## config.mk

```make
export PLATFORM = sky130hd
export DESIGN_NAME = byte_set_statistics_top
export DESIGN_NICKNAME = d
export VERILOG_FILES = /design/src/sv/bss_pkg.sv /design/src/sv/byte_set_statistics_top.sv
export SDC_FILE = /design/constraint.sdc
export NUM_CORES = 1
export LEC_CHECK = 0
export CORE_MARGIN = 2
export CORE_UTILIZATION = 35
export CTS_BUF_LIST = sky130_fd_sc_hd__clkbuf_4 sky130_fd_sc_hd__clkbuf_8 sky130_fd_sc_hd__clkbuf_16
export CTS_CLUSTER_SIZE = 14
export DETAILED_ROUTE_END_ITERATION = 8
export DONT_BUFFER_PORTS = 1
export HOLD_SLACK_MARGIN = 0.12
export PLACE_DENSITY_LB_ADDON = 0.12
export SYNTH_ARGS = -nofsm -noshare
export SYNTH_HDL_FRONTEND = slang
export SYNTH_SLANG_ARGS = --single-unit
export TNS_END_PERCENT = 10
```

## constraint.sdc

```tcl
create_clock -name clk -period 4.4 [get_ports clk]
set_clock_uncertainty 0.15 [all_clocks]
set_input_delay 0.88 -clock clk [delete_from_list [all_inputs] [get_ports clk]]
set_output_delay 0.88 -clock clk [all_outputs]
set_load 0.05 [all_outputs]
```

## src/sv/bss_pkg.sv

```systemverilog
package bss_pkg;

	// Fixed field widths of the beats
	localparam int DATA_W    = 8;
	localparam int CNT_W     = 7;
	localparam int SUM_W     = 14;

	// Mean divider: dividend is 2*sum + count, divisor is 2*count
	localparam int DIV_W     = SUM_W + 1;
	localparam int DIVISOR_W = CNT_W + 1;
	localparam int DCNT_W    = $clog2(DIV_W);

	localparam logic [DATA_W-1:0] MIN_RESET = '1;

endpackage

```

## src/sv/byte_set_statistics_top.sv

```systemverilog
// Insert: the first byte of a set goes straight to S_PLACE; any later byte passes S_RD, then S_CMP,
//   where the single compare unit walks the store one read port at a time, shifting each smaller
//   entry down, and then S_PLACE.
// Emit: the beat marked last then passes S_MA, S_MB and S_MC for the median, S_DIV for the
//   bit-serial mean divider, and S_ERD then S_OUT for each result beat; S_OUT waits out a stall.
// Reset: asynchronous, active low; count, sum, maximum, minimum and overflow clear at once.
//   The store needs no clearing pass, since only entries written in the current set are read.
module byte_set_statistics_top
	import bss_pkg::*;
#(
	parameter int MAX_ITEMS = 64
) (
	input  logic              clk,
	input  logic              arst_n,

	input  logic              in_valid,
	output logic              in_stall,
	input  logic [DATA_W-1:0] sample,
	input  logic              last,

	output logic              out_valid,
	input  logic              out_stall,
	output logic [DATA_W-1:0] sorted_value,
	output logic [DATA_W-1:0] median,
	output logic [DATA_W-1:0] mean,
	output logic [DATA_W-1:0] maximum,
	output logic [DATA_W-1:0] minimum,
	output logic [CNT_W-1:0]  item_count,
	output logic              overflow,
	output logic              last_out
);

	localparam int AW = (MAX_ITEMS > 1) ? $clog2(MAX_ITEMS) : 1;
	localparam logic [AW-1:0]    ONE_A  = AW'(1);
	localparam logic [CNT_W-1:0] MAX_C  = CNT_W'(MAX_ITEMS);
	localparam logic [DCNT_W-1:0] DLAST = DCNT_W'(DIV_W - 1);

	typedef enum logic [3:0] {
		S_IDLE,   // ready for an input beat
		S_RD,     // issue the first read of the insertion walk
		S_CMP,    // compare stored entry with the new byte, shift it down if smaller
		S_PLACE,  // write the new byte into its slot
		S_MA,     // read the upper middle entry
		S_MB,     // read the lower middle entry
		S_MC,     // form the median, load the divider
		S_DIV,    // one quotient bit per cycle
		S_ERD,    // read the next entry to emit
		S_OUT     // result beat on offer
	} state_t;

	state_t state_q;

	// Set statistics
	logic [CNT_W-1:0]  count_q;
	logic [SUM_W-1:0]  sum_q;
	logic [DATA_W-1:0] max_q;
	logic [DATA_W-1:0] min_q;
	logic              dropped_q;

	// Insertion walk
	logic [AW-1:0]     pos_q;
	logic [DATA_W-1:0] byte_q;
	logic              last_q;

	// Median and emission
	logic [DATA_W-1:0] mid_a_q;
	logic [DATA_W-1:0] median_q;
	logic [AW-1:0]     k_q;

	// Mean divider
	logic [DIV_W-1:0]     quo_q;
	logic [DIVISOR_W-1:0] rem_q;
	logic [DIVISOR_W-1:0] divisor_q;
	logic [DCNT_W-1:0]    dcnt_q;

	// Value store, one write port and one registered read port
	logic [DATA_W-1:0] store_q [MAX_ITEMS];
	logic [DATA_W-1:0] rd_data_q;
	logic [AW-1:0]     rd_addr;
	logic              wr_en;
	logic [AW-1:0]     wr_addr;
	logic [DATA_W-1:0] wr_data;

	logic              accept;
	logic              shift_down;
	logic [DIVISOR_W:0] trial;
	logic [DATA_W:0]   mid_sum;
	logic              final_beat;

	assign accept     = in_valid && (state_q == S_IDLE);
	assign shift_down = (state_q == S_CMP) && (rd_data_q < byte_q);
	assign trial      = {rem_q, quo_q[DIV_W-1]};
	assign mid_sum    = {1'b0, mid_a_q} + {1'b0, rd_data_q} + (DATA_W+1)'(1);
	assign final_beat = ({1'b0, k_q} + (AW+1)'(1)) == (AW+1)'(count_q);

	// Read address follows the step of the sequencer
	always_comb begin
		rd_addr = k_q;
		case (state_q)
			S_RD:    rd_addr = pos_q - ONE_A;
			S_CMP:   rd_addr = pos_q - ONE_A - ONE_A;
			S_MA:    rd_addr = AW'((count_q - CNT_W'(1)) >> 1);
			S_MB:    rd_addr = AW'(count_q >> 1);
			default: rd_addr = k_q;
		endcase
	end

	// Write port: shift a smaller entry one slot down, or place the new byte
	always_comb begin
		wr_en   = 1'b0;
		wr_addr = pos_q;
		wr_data = byte_q;
		if (shift_down) begin
			wr_en   = 1'b1;
			wr_data = rd_data_q;
		end else if (state_q == S_PLACE) begin
			wr_en   = 1'b1;
		end
	end

	always_ff @(posedge clk) begin
		if (wr_en) begin
			store_q[wr_addr] <= wr_data;
		end
		rd_data_q <= store_q[rd_addr];
	end

	always_ff @(posedge clk or negedge arst_n) begin
		if (!arst_n) begin
			state_q   <= S_IDLE;
			count_q   <= '0;
			sum_q     <= '0;
			max_q     <= '0;
			min_q     <= MIN_RESET;
			dropped_q <= 1'b0;
			pos_q     <= '0;
			byte_q    <= '0;
			last_q    <= 1'b0;
			mid_a_q   <= '0;
			median_q  <= '0;
			k_q       <= '0;
			quo_q     <= '0;
			rem_q     <= '0;
			divisor_q <= '0;
			dcnt_q    <= '0;
		end else begin
			case (state_q)
				S_IDLE: begin
					if (accept) begin
						byte_q <= sample;
						last_q <= last;
						if (count_q < MAX_C) begin
							// Keep the byte and update the running statistics now
							pos_q   <= count_q[AW-1:0];
							count_q <= count_q + CNT_W'(1);
							sum_q   <= sum_q + SUM_W'(sample);
							if (sample > max_q) max_q <= sample;
							if (sample < min_q) min_q <= sample;
							state_q <= (count_q == '0) ? S_PLACE : S_RD;
						end else begin
							// Store full: drop the byte and flag it
							dropped_q <= 1'b1;
							state_q   <= last ? S_MA : S_IDLE;
						end
					end
				end
				S_RD: begin
					state_q <= S_CMP;
				end
				S_CMP: begin
					if (shift_down) begin
						pos_q <= pos_q - ONE_A;
						if (pos_q == ONE_A) state_q <= S_PLACE;
					end else begin
						state_q <= S_PLACE;
					end
				end
				S_PLACE: begin
					state_q <= last_q ? S_MA : S_IDLE;
				end
				S_MA: begin
					state_q <= S_MB;
				end
				S_MB: begin
					mid_a_q <= rd_data_q;
					state_q <= S_MC;
				end
				S_MC: begin
					// For an odd count both reads hit the same entry, so the rounded
					// average is that entry itself
					median_q  <= mid_sum[DATA_W:1];
					quo_q     <= DIV_W'({sum_q, 1'b0}) + DIV_W'(count_q);
					divisor_q <= {count_q, 1'b0};
					rem_q     <= '0;
					dcnt_q    <= '0;
					k_q       <= '0;
					state_q   <= S_DIV;
				end
				S_DIV: begin
					// Restoring division, one quotient bit per cycle
					if (trial >= {1'b0, divisor_q}) begin
						rem_q <= DIVISOR_W'(trial - {1'b0, divisor_q});
						quo_q <= {quo_q[DIV_W-2:0], 1'b1};
					end else begin
						rem_q <= trial[DIVISOR_W-1:0];
						quo_q <= {quo_q[DIV_W-2:0], 1'b0};
					end
					dcnt_q <= dcnt_q + DCNT_W'(1);
					if (dcnt_q == DLAST) state_q <= S_ERD;
				end
				S_ERD: begin
					state_q <= S_OUT;
				end
				S_OUT: begin
					if (!out_stall) begin
						if (final_beat) begin
							// Set delivered: return to the empty set
							count_q   <= '0;
							sum_q     <= '0;
							max_q     <= '0;
							min_q     <= MIN_RESET;
							dropped_q <= 1'b0;
							state_q   <= S_IDLE;
						end else begin
							k_q     <= k_q + ONE_A;
							state_q <= S_ERD;
						end
					end
				end
				default: begin
					state_q <= S_IDLE;
				end
			endcase
		end
	end

	assign in_stall     = (state_q != S_IDLE);
	assign out_valid    = (state_q == S_OUT);
	assign sorted_value = rd_data_q;
	assign median       = median_q;
	assign mean         = quo_q[DATA_W-1:0];
	assign maximum      = max_q;
	assign minimum      = min_q;
	assign item_count   = count_q;
	assign overflow     = dropped_q;
	assign last_out     = final_beat;

endmodule

```

==> results of run 1 <==
-- worst max-delay path, cell delays in order (launching register included) --
cell,delay [ns]
dfrtp_1,0.54
or4b_1,0.89
or2_2,0.39
mux2i_1,0.16
o32ai_1,0.10
buf_4,0.19
nor3_1,0.92
o21ai_0,0.37
nand2_1,0.25
or3_1,0.14
-- logic make-up after synthesis --
| group | Yosys count | share of synthesized area |
|---|---|---|
| AO/OA/AOI/OAI | 323 | 0.0769 |
| XOR/XNOR | 49 | 0.0156 |
| adder cells (fa/ha/maj) | 67 | 0.0315 |
| buffers and inverters | 159 | 0.0255 |
| flip-flops | 633 | 0.666 |
| multiplexers | 202 | 0.119 |
| AND/OR/NAND/NOR | 366 | 0.0655 |
-- per-stage QoR --
stage	area, µm²	cells	hold slack (ns)	setup WS, ns	utilization
global placement	29600	2865	0.317	0.332	0.380
floorplan	27600	1799	0.301	0.440	-
CTS	32000	3000	0.229	0.279	0.412
global route	32000	3002	0.248	0.0531	0.412
finish	32000	3002	0.262	0.249	0.412
detailed placement	29600	2865	0.338	0.282	0.380
-- timing repair --
item                                    CTS  global route
hold endpoints to repair                113             0
endpoints found under the setup margin    0             0
setup buffers                             0             0
hold buffers                              2             0
-- final timing paths --
kind,endpoint,cells after the start,start,slack (ns)
setup / recovery,sorted_value[2],9,state_q[0],0.25
hold / removal,maximum[4],2,sample[4],0.26
setup reg to reg,sorted_value[2],9,state_q[0],0.25
hold reg to reg,quo_q[12],2,quo_q[12],0.35
max in group asynchronous,mid_a_q[4],2,arst_n,2.84
min in group asynchronous,rem_q[5],2,arst_n,0.70
-- layout make-up --
class | instances | area [µm²] | share of cell area
multi-input combinational | 1007 | 8620 | 0.269
tap | 1040 | 1300 | 0.0406
sequential | 633 | 18400 | 0.573
clock buffer | 98 | 2080 | 0.0649
antenna | 2 | 5.00 | 0.000156
timing repair buffer | 134 | 1100 | 0.0344
clock inverter | 35 | 368 | 0.0115
inverter | 53 | 199 | 0.00621
-- sequential cells by signal (all words and copies together) (netlist names), 7 cells and up --
register and flops:
divisor_q 7, item_count 7, sum_q 14, rem_q 8, sorted_value 8, quo_q 15
minimum 8, median 8, mid_a_q 8, maximum 8, byte_q 8, store_q 512
-- synth_stat cells, types with 8 or more instances --
library cell and number:
nand2_1 104, inv_1 53, dfstp_2 8, a22o_1 21, nand2b_1 19, ha_1 63, nand4_1 11, a21oi_1 39
xnor2_1 24, nand3_1 20, nor3_1 52, nor4_1 34, or3_1 10, mux2i_1 80, a31oi_1 8, dfrtp_1 105
o22ai_1 29, nor2_1 73, mux2_2 24, o21ai_0 102, a21o_1 19, a22oi_1 29, buf_2 29, buf_4 15
nor2b_1 12, dfxtp_1 8, mux4_2 98, xor2_1 25, edfxtp_1 512, clkbuf_1 54
-- layer usage --
layer  global-route usage  vias to the layer above
met5                    0                        -
met2                0.295                      391
met3               0.0348                      130
met4               0.0582                        0
li1                     -                     7233
met1                0.252                     8257
==> metrics, run 1 <==
status=finished, final reports clean; Area growth, synth to finish=16.2%; fmax=around 240 MHz; RSZ-0062 raised after global routing=no; asr flop ratio synth=0.179; Tmin final=4.15 ns; Worst EP arrival=4.56 ns; fin. max-slew vios=0; Required @ worst endpoint=4.81 ns; initial antenna violation count=1; share of cells above drive strength 1=0.215; ys flop type=edfxtp_1; via density per instance=5.33; FILL cells=7,062; CP max FO=16; Post-Syn Nets=1,879; Placer Congestion=0.834; DR vias=~16,000; sequential area share after synthesis=0.666; worst-case clock buffer depth=3; clock sinks=633; Tightest Hold Check Type=primary input to flip-flop; pin count of the biggest net entering global routing=114; WL final=74,200 µm; Final TNS setup=0 ns; Synth area leaders=edfxtp_1, dfrtp_1, mux4_2, mux2i_1, ha_1; port bufs=0; WL/cell=24.7 µm; Core Rows=102; wire length on met1=33,300 µm; CTS Root Cell=clkbuf_16; CTS resizes=0; Slew HR=0.189; most frequent cells in the layout=edfxtp_1, buf_4, dfrtp_1, nand2_1, o21ai_0; Core Footprint=0.0777 mm²; clock latency on the worst-skew pair=0.62 ns; Detail Route met3 WL=3580 µm; top layer in use=met4; Yosys reg bits=approximately 630; global-route wire length before repair=~110,000 µm; crit share post-route=0.943; Layout Nets=1,982; I/O pin total=64; CP startpoint kind=flip-flop; number of DRC markers in iteration 0=1,258; die area=0.0811 mm²; max-cap check violation count=0; synth unique cells=75; Synth top area share=0.557; Synth Cell Area=0.0276 mm²; DRT antenna net count=0; Crit. End Element=flip-flop; CTS buffer count=73; Post-synth EDFFs=512; die height=285 µm; vias in the first global route=approximately 16,000; clock slew at reported path FFs=~0.060 ns; die width=285 µm; initial core utilization=0.355; Avg Cell Area, Syn=15.3 µm²; Hold Vio Cnt, Final=0; Tot GR Track Use=0.184; metal2 WL=~35,000 µm; H-tree Lvls=3; DR pass1 iterations=6; Synthesis Warnings=0; total gr overflow=0; # setup viols final=0; Slew @ Worst Pin=1.21 ns; Yosys top cell by area=edfxtp_1; HPWL Detailed=48,400 µm; CTS tree=built; critical path class=flip-flop to flip-flop; Mapped Cells=1,799; most common cell after layout, fill and taps aside=edfxtp_1; drt drc=0
Power of run 1 is left out: the tool's default activity adds up to more than one toggle a clock period on the data nets, which glitch-free logic cannot reach.
==> run 2, diff against run 1 <==
--- a/config.mk
+++ b/config.mk
@@ -5,14 +5,14 @@
 export SDC_FILE = /design/constraint.sdc
 export NUM_CORES = 1
 export LEC_CHECK = 0
+export BUFFER_PORTS_ARGS = -buffer_cell sky130_fd_sc_hd__buf_2
 export CORE_MARGIN = 2
 export CORE_UTILIZATION = 35
 export CTS_BUF_LIST = sky130_fd_sc_hd__clkbuf_4 sky130_fd_sc_hd__clkbuf_8 sky130_fd_sc_hd__clkbuf_16
 export CTS_CLUSTER_SIZE = 14
 export DETAILED_ROUTE_END_ITERATION = 8
-export DONT_BUFFER_PORTS = 1
 export HOLD_SLACK_MARGIN = 0.12
-export PLACE_DENSITY_LB_ADDON = 0.12
+export PLACE_DENSITY = 0.62
 export SYNTH_ARGS = -nofsm -noshare
 export SYNTH_HDL_FRONTEND = slang
 export SYNTH_SLANG_ARGS = --single-unit
==> run 2 against run 1 <==
  * First-iteration DRC count up 27%
  * Count of clock-buffer cells in the layout decreased by 9
  * Global-route usage down 1.2 points
  * Fmax about the same
  * Non-clock buffer count is 58 higher
  * Cell area decreased by 0.15%
  * Utilization is 0.063 points lower
  * Sequential share of layout area grew 0.087 points
  * Flip-flop and latch count stayed put
==> metrics, run 2 (synthesis results as in run 1) <==
status=finished, final reports clean; most frequent cells in the layout=edfxtp_1, buf_4, dfrtp_1, nand2_1, o21ai_0; Slew HR=0.292; # setup viols final=0; Core Rows=102; Hold Vio Cnt, Final=0; DR pass1 iterations=5; critical path class=flip-flop to flip-flop; Tmin final=4.15 ns; most common cell after layout, fill and taps aside=edfxtp_1; CTS buffer count=67; Crit path max-delay family=simple AND/OR/NAND/NOR gates; clock latency on the worst-skew pair=0.61 ns; crit share post-route=0.944; Tot GR Track Use=0.172; RSZ-0062 raised after global routing=no; Area growth, synth to finish=16.0%; drt drc=0; H-tree Lvls=3; initial core utilization=0.355; HPWL Detailed=45,700 µm; Design Area, Final=0.0320 mm²; Top Registers=store_q (512), quo_q (15), sum_q (14); port bufs=63; CP startpoint kind=flip-flop; vias in the first global route=16,800; Worst EP arrival=4.50 ns; fmax=241 MHz; DRT antenna net count=0; slowest CP cell=dfrtp_1; CP max FO=19; Hold-fix buffers, CTS=0; worst-case clock buffer depth=3; max-cap check violation count=0; initial antenna violation count=1; Placer Congestion=0.882; post-CTS setup buffers=0; # diodes=0; slowest stage delay, CP=slightly above 0.4 ns; share of cells above drive strength 1=0.226; die area=0.0811 mm²; via density per instance=5.43; global-route wire length before repair=106,000 µm; Final TNS setup=0 ns; CTS tree=built; total gr overflow=0; Largest Register=store_q; number of DRC markers in iteration 0=1,596; Core Footprint=0.0777 mm²; Required @ worst endpoint=4.74 ns; pin count of the biggest net entering global routing=between 80 and 90; CTS resizes=0; CP bufs+invs=4; Crit. End Element=flip-flop; max reg flops=512; CTS Root Cell=clkbuf_16; fin. max-slew vios=0; Placed Area=0.0298 mm²; CP Cell Sequence=buf_4, inv_1, ha_1, xor2_1, o32ai_1, a21oi_1, nand2_2, buf_12, buf_4, nand2_1, o22ai_1, o21ai_0, nand2_1, or3_1; Layout Nets=2,034; Tightest Hold Check Type=primary input to asynchronous set/reset pin; WL final=70,000 µm; I/O pin total=64; DR vias=around 17,000; clock slew at reported path FFs=0.06 ns; die width=~280 µm; utilization of the core after routing=0.412; FILL cells=6,907; clock sinks=633; WL/cell=23.0 µm; Slew @ Worst Pin=1.06 ns; die height=about 280 µm
-- run 2: cell types whose count changed in the layout (fill, tap and decap cells not counted), sizes merged --
cell / delta
dlygate4sd3: -1
clkbuf: -9
buf: +59
diode: -2
clkinv: -3
bufinv: -1
inv: +2
clkinvlp: -4
-- run 2: path summary, 6_finish.rpt --
check	slack [ns]	endpoint	cells after the start	from
max reg2reg	0.25	sorted_value[7]	14	pos_q[0]
min in group clk	0.33	median[5]	2	median[5]
min	0.32	item_count[5]	1	arst_n
max in group asynchronous	2.85	median[1]	2	arst_n
max	0.25	sorted_value[7]	14	pos_q[0]
min reg2reg	0.33	median[5]	2	median[5]
-- run 2: metrics by stage --
step	instances	hold WS [ns]	setup WS (ns)
6_report	3043	0.316	0.245
5_1_grt	3043	0.355	0.0522
4_1_cts	3043	0.331	0.275
3_5_place_dp	2925	0.319	0.334
3_3_place_gp	2925	0.313	0.359
2_1_floorplan	1799	0.301	0.440
-- run 2: metal layers --
metal,share of wire,vias to the layer above,global-route usage
met5,0.00017,-,0
met4,0.025,2,0.0484
met3,0.070,119,0.0356
met2,0.48,616,0.281
met1,0.42,8480,0.231
li1,-,7320,-
-- run 2: layout make-up --
type	count	area, µm²	share of cell area
Sequential cell	633	18400	0.574
Multi-Input combinational cell	1007	8530	0.267
Clock buffer	89	1850	0.0579
Timing Repair Buffer	192	1420	0.0445
Tap cell	1040	1300	0.0407
Clock inverter	29	314	0.00981
Inverter	53	199	0.00622
Power of run 2 is left out for the same reason.
==> run 3, diff against run 2 <==
--- a/config.mk
+++ b/config.mk
@@ -12,7 +12,7 @@
 export CTS_CLUSTER_SIZE = 14
 export DETAILED_ROUTE_END_ITERATION = 8
 export HOLD_SLACK_MARGIN = 0.12
-export PLACE_DENSITY = 0.62
+export RECOVER_POWER = 25
 export SYNTH_ARGS = -nofsm -noshare
 export SYNTH_HDL_FRONTEND = slang
 export SYNTH_SLANG_ARGS = --single-unit
==> run 3 against run 2 <==
  * The flow now finishes with violations (max-capacitance violations, max-slew violations)
  * First-iteration DRC count grew 5.1%
  * Final cell count fell by 0.62%
  * Count of clock-buffer cells in the layout unchanged
  * Non-clock buffer count down 17
  * Worst hold slack better by 0.014 ns
==> metrics, run 3 (synthesis results as in run 1) <==
Hold Vio Cnt, Final=0; worst-case clock buffer depth=3; fin. max-slew vios=76; port bufs=63; share of cells above drive strength 1=0.182; CTS Root Cell=clkbuf_16; DRT antenna net count=0; status=complete, but fails checks; Placement Setup Slack=around 0.36 ns; initial core utilization=0.355; drt drc=0; die height=285 µm; WL final=69,700 µm; via density per instance=5.45; WL/cell=23.1 µm; Fin Hold WS=0.330 ns; Crit path max-delay family=simple AND/OR/NAND/NOR gates; die area=slightly above 0.08 mm²; critical path class=flip-flop to flip-flop; DR pass1 iterations=6; global-route wire length before repair=106,000 µm; DR vias=16,500; # setup viols final=0; Required @ worst endpoint=4.60 ns; Area growth, synth to finish=14.8%; Layout Nets=2,016; Final TNS setup=0 ns; post-CTS setup buffers=0; placed cell count=approximately 2,900; most common cell after layout, fill and taps aside=edfxtp_1; vias in the first global route=16,500; Placer Congestion=just under 0.9; max reg flops=512; clock slew at reported path FFs=0.06 ns; CTS resizes=0; clock sinks=633; Core Rows=102; CP startpoint kind=flip-flop; CP Cell Sequence=or4b_1, buf_4, a211oi_1, nor3_1, nand2b_1, buf_4, nor3_1, buf_4; # diodes=0; crit share post-route=0.944; slowest stage delay, CP=about 1.3 ns; clock latency on the worst-skew pair=0.60 ns; RSZ-0062 raised after global routing=no; number of DRC markers in iteration 0=1,677; HPWL Detailed=44,800 µm; Worst EP arrival=roughly 4.4 ns; Top Registers=store_q (512), quo_q (15), sum_q (14); CP max FO=32; Slew @ Worst Pin=around 1.7 ns; Slew HR=-0.131; CP bufs+invs=3; H-tree Lvls=3; Tmin final=4.15 ns; max-cap check violation count=2; Tot GR Track Use=0.172; pin count of the biggest net entering global routing=70; fmax=241 MHz; Largest Register=store_q; CTS tree=built; Tightest Hold Check Type=flip-flop to flip-flop; slowest CP cell=nor3_1; die width=approximately 280 µm; cell mode on critical path=buf_4; non-filler cells, final=3,024; Core Footprint=0.0777 mm²; CTS buffer count=66; initial antenna violation count=0; final worst slack=0.245 ns; Crit. End Element=flip-flop; total gr overflow=0; FILL cells=7,054; Hold-fix buffers, CTS=0; I/O pin total=64; failing checks=max-capacitance violations, max-slew violations; most frequent cells in the layout=edfxtp_1, dfrtp_1, nand2_1, o21ai_0, mux4_2
## run 3: cell count changes in the layout (fill, tap and decap cells not counted), sizes merged
cell and change:
buf -86, clkbuf +69, clkinv -1, inv -1
## run 3: worst register-to-register path, delay by kind of cell (launching register included)
family,cells,cell delay [ns]
AND/OR/NAND/NOR,4,2.06
buffers and inverters,3,0.82
flip-flops,1,0.78
AO/OA/AOI/OAI,1,0.09
## run 3: per-layer routing
layer | global-route usage | up-vias | wire length [µm]
met5 | 0 | - | 0
met4 | 0.0482 | 0 | 1580
met3 | 0.0327 | 104 | 4440
met2 | 0.280 | 552 | 33700
met1 | 0.235 | 8528 | 30000
li1 | - | 7301 | -
## run 3: final cells by class
class | instances | area (µm²) | share of cell area
Sequential cell | 633 | 18400 | 0.580
Tap cell | 1040 | 1300 | 0.0411
Clock inverter | 27 | 273 | 0.00861
Timing Repair Buffer | 175 | 1130 | 0.0356
Multi-Input combinational cell | 1007 | 8520 | 0.269
Inverter | 53 | 199 | 0.00628
Clock buffer | 89 | 1880 | 0.0595
## run 3: final timing paths
path,from,end,slack [ns],depth (start not counted)
setup / recovery,state_q[0],store_q[45][3],0.25,8
hold / removal,median[6],median[6],0.33,2
setup reg to reg,state_q[0],store_q[45][3],0.25,8
hold reg to reg,median[6],median[6],0.33,2
max in group asynchronous,arst_n,maximum[6],1.36,2
min in group asynchronous,arst_n,rem_q[3],0.55,1
## run 3: per-stage QoR
stage,utilization,instance area [µm²]
global placement,0.382,29700
global route,0.408,31700
finish,0.408,31700
detailed placement,0.382,29700
floorplan,-,27600
CTS,0.410,31800
Power of run 3 is left out for the same reason.
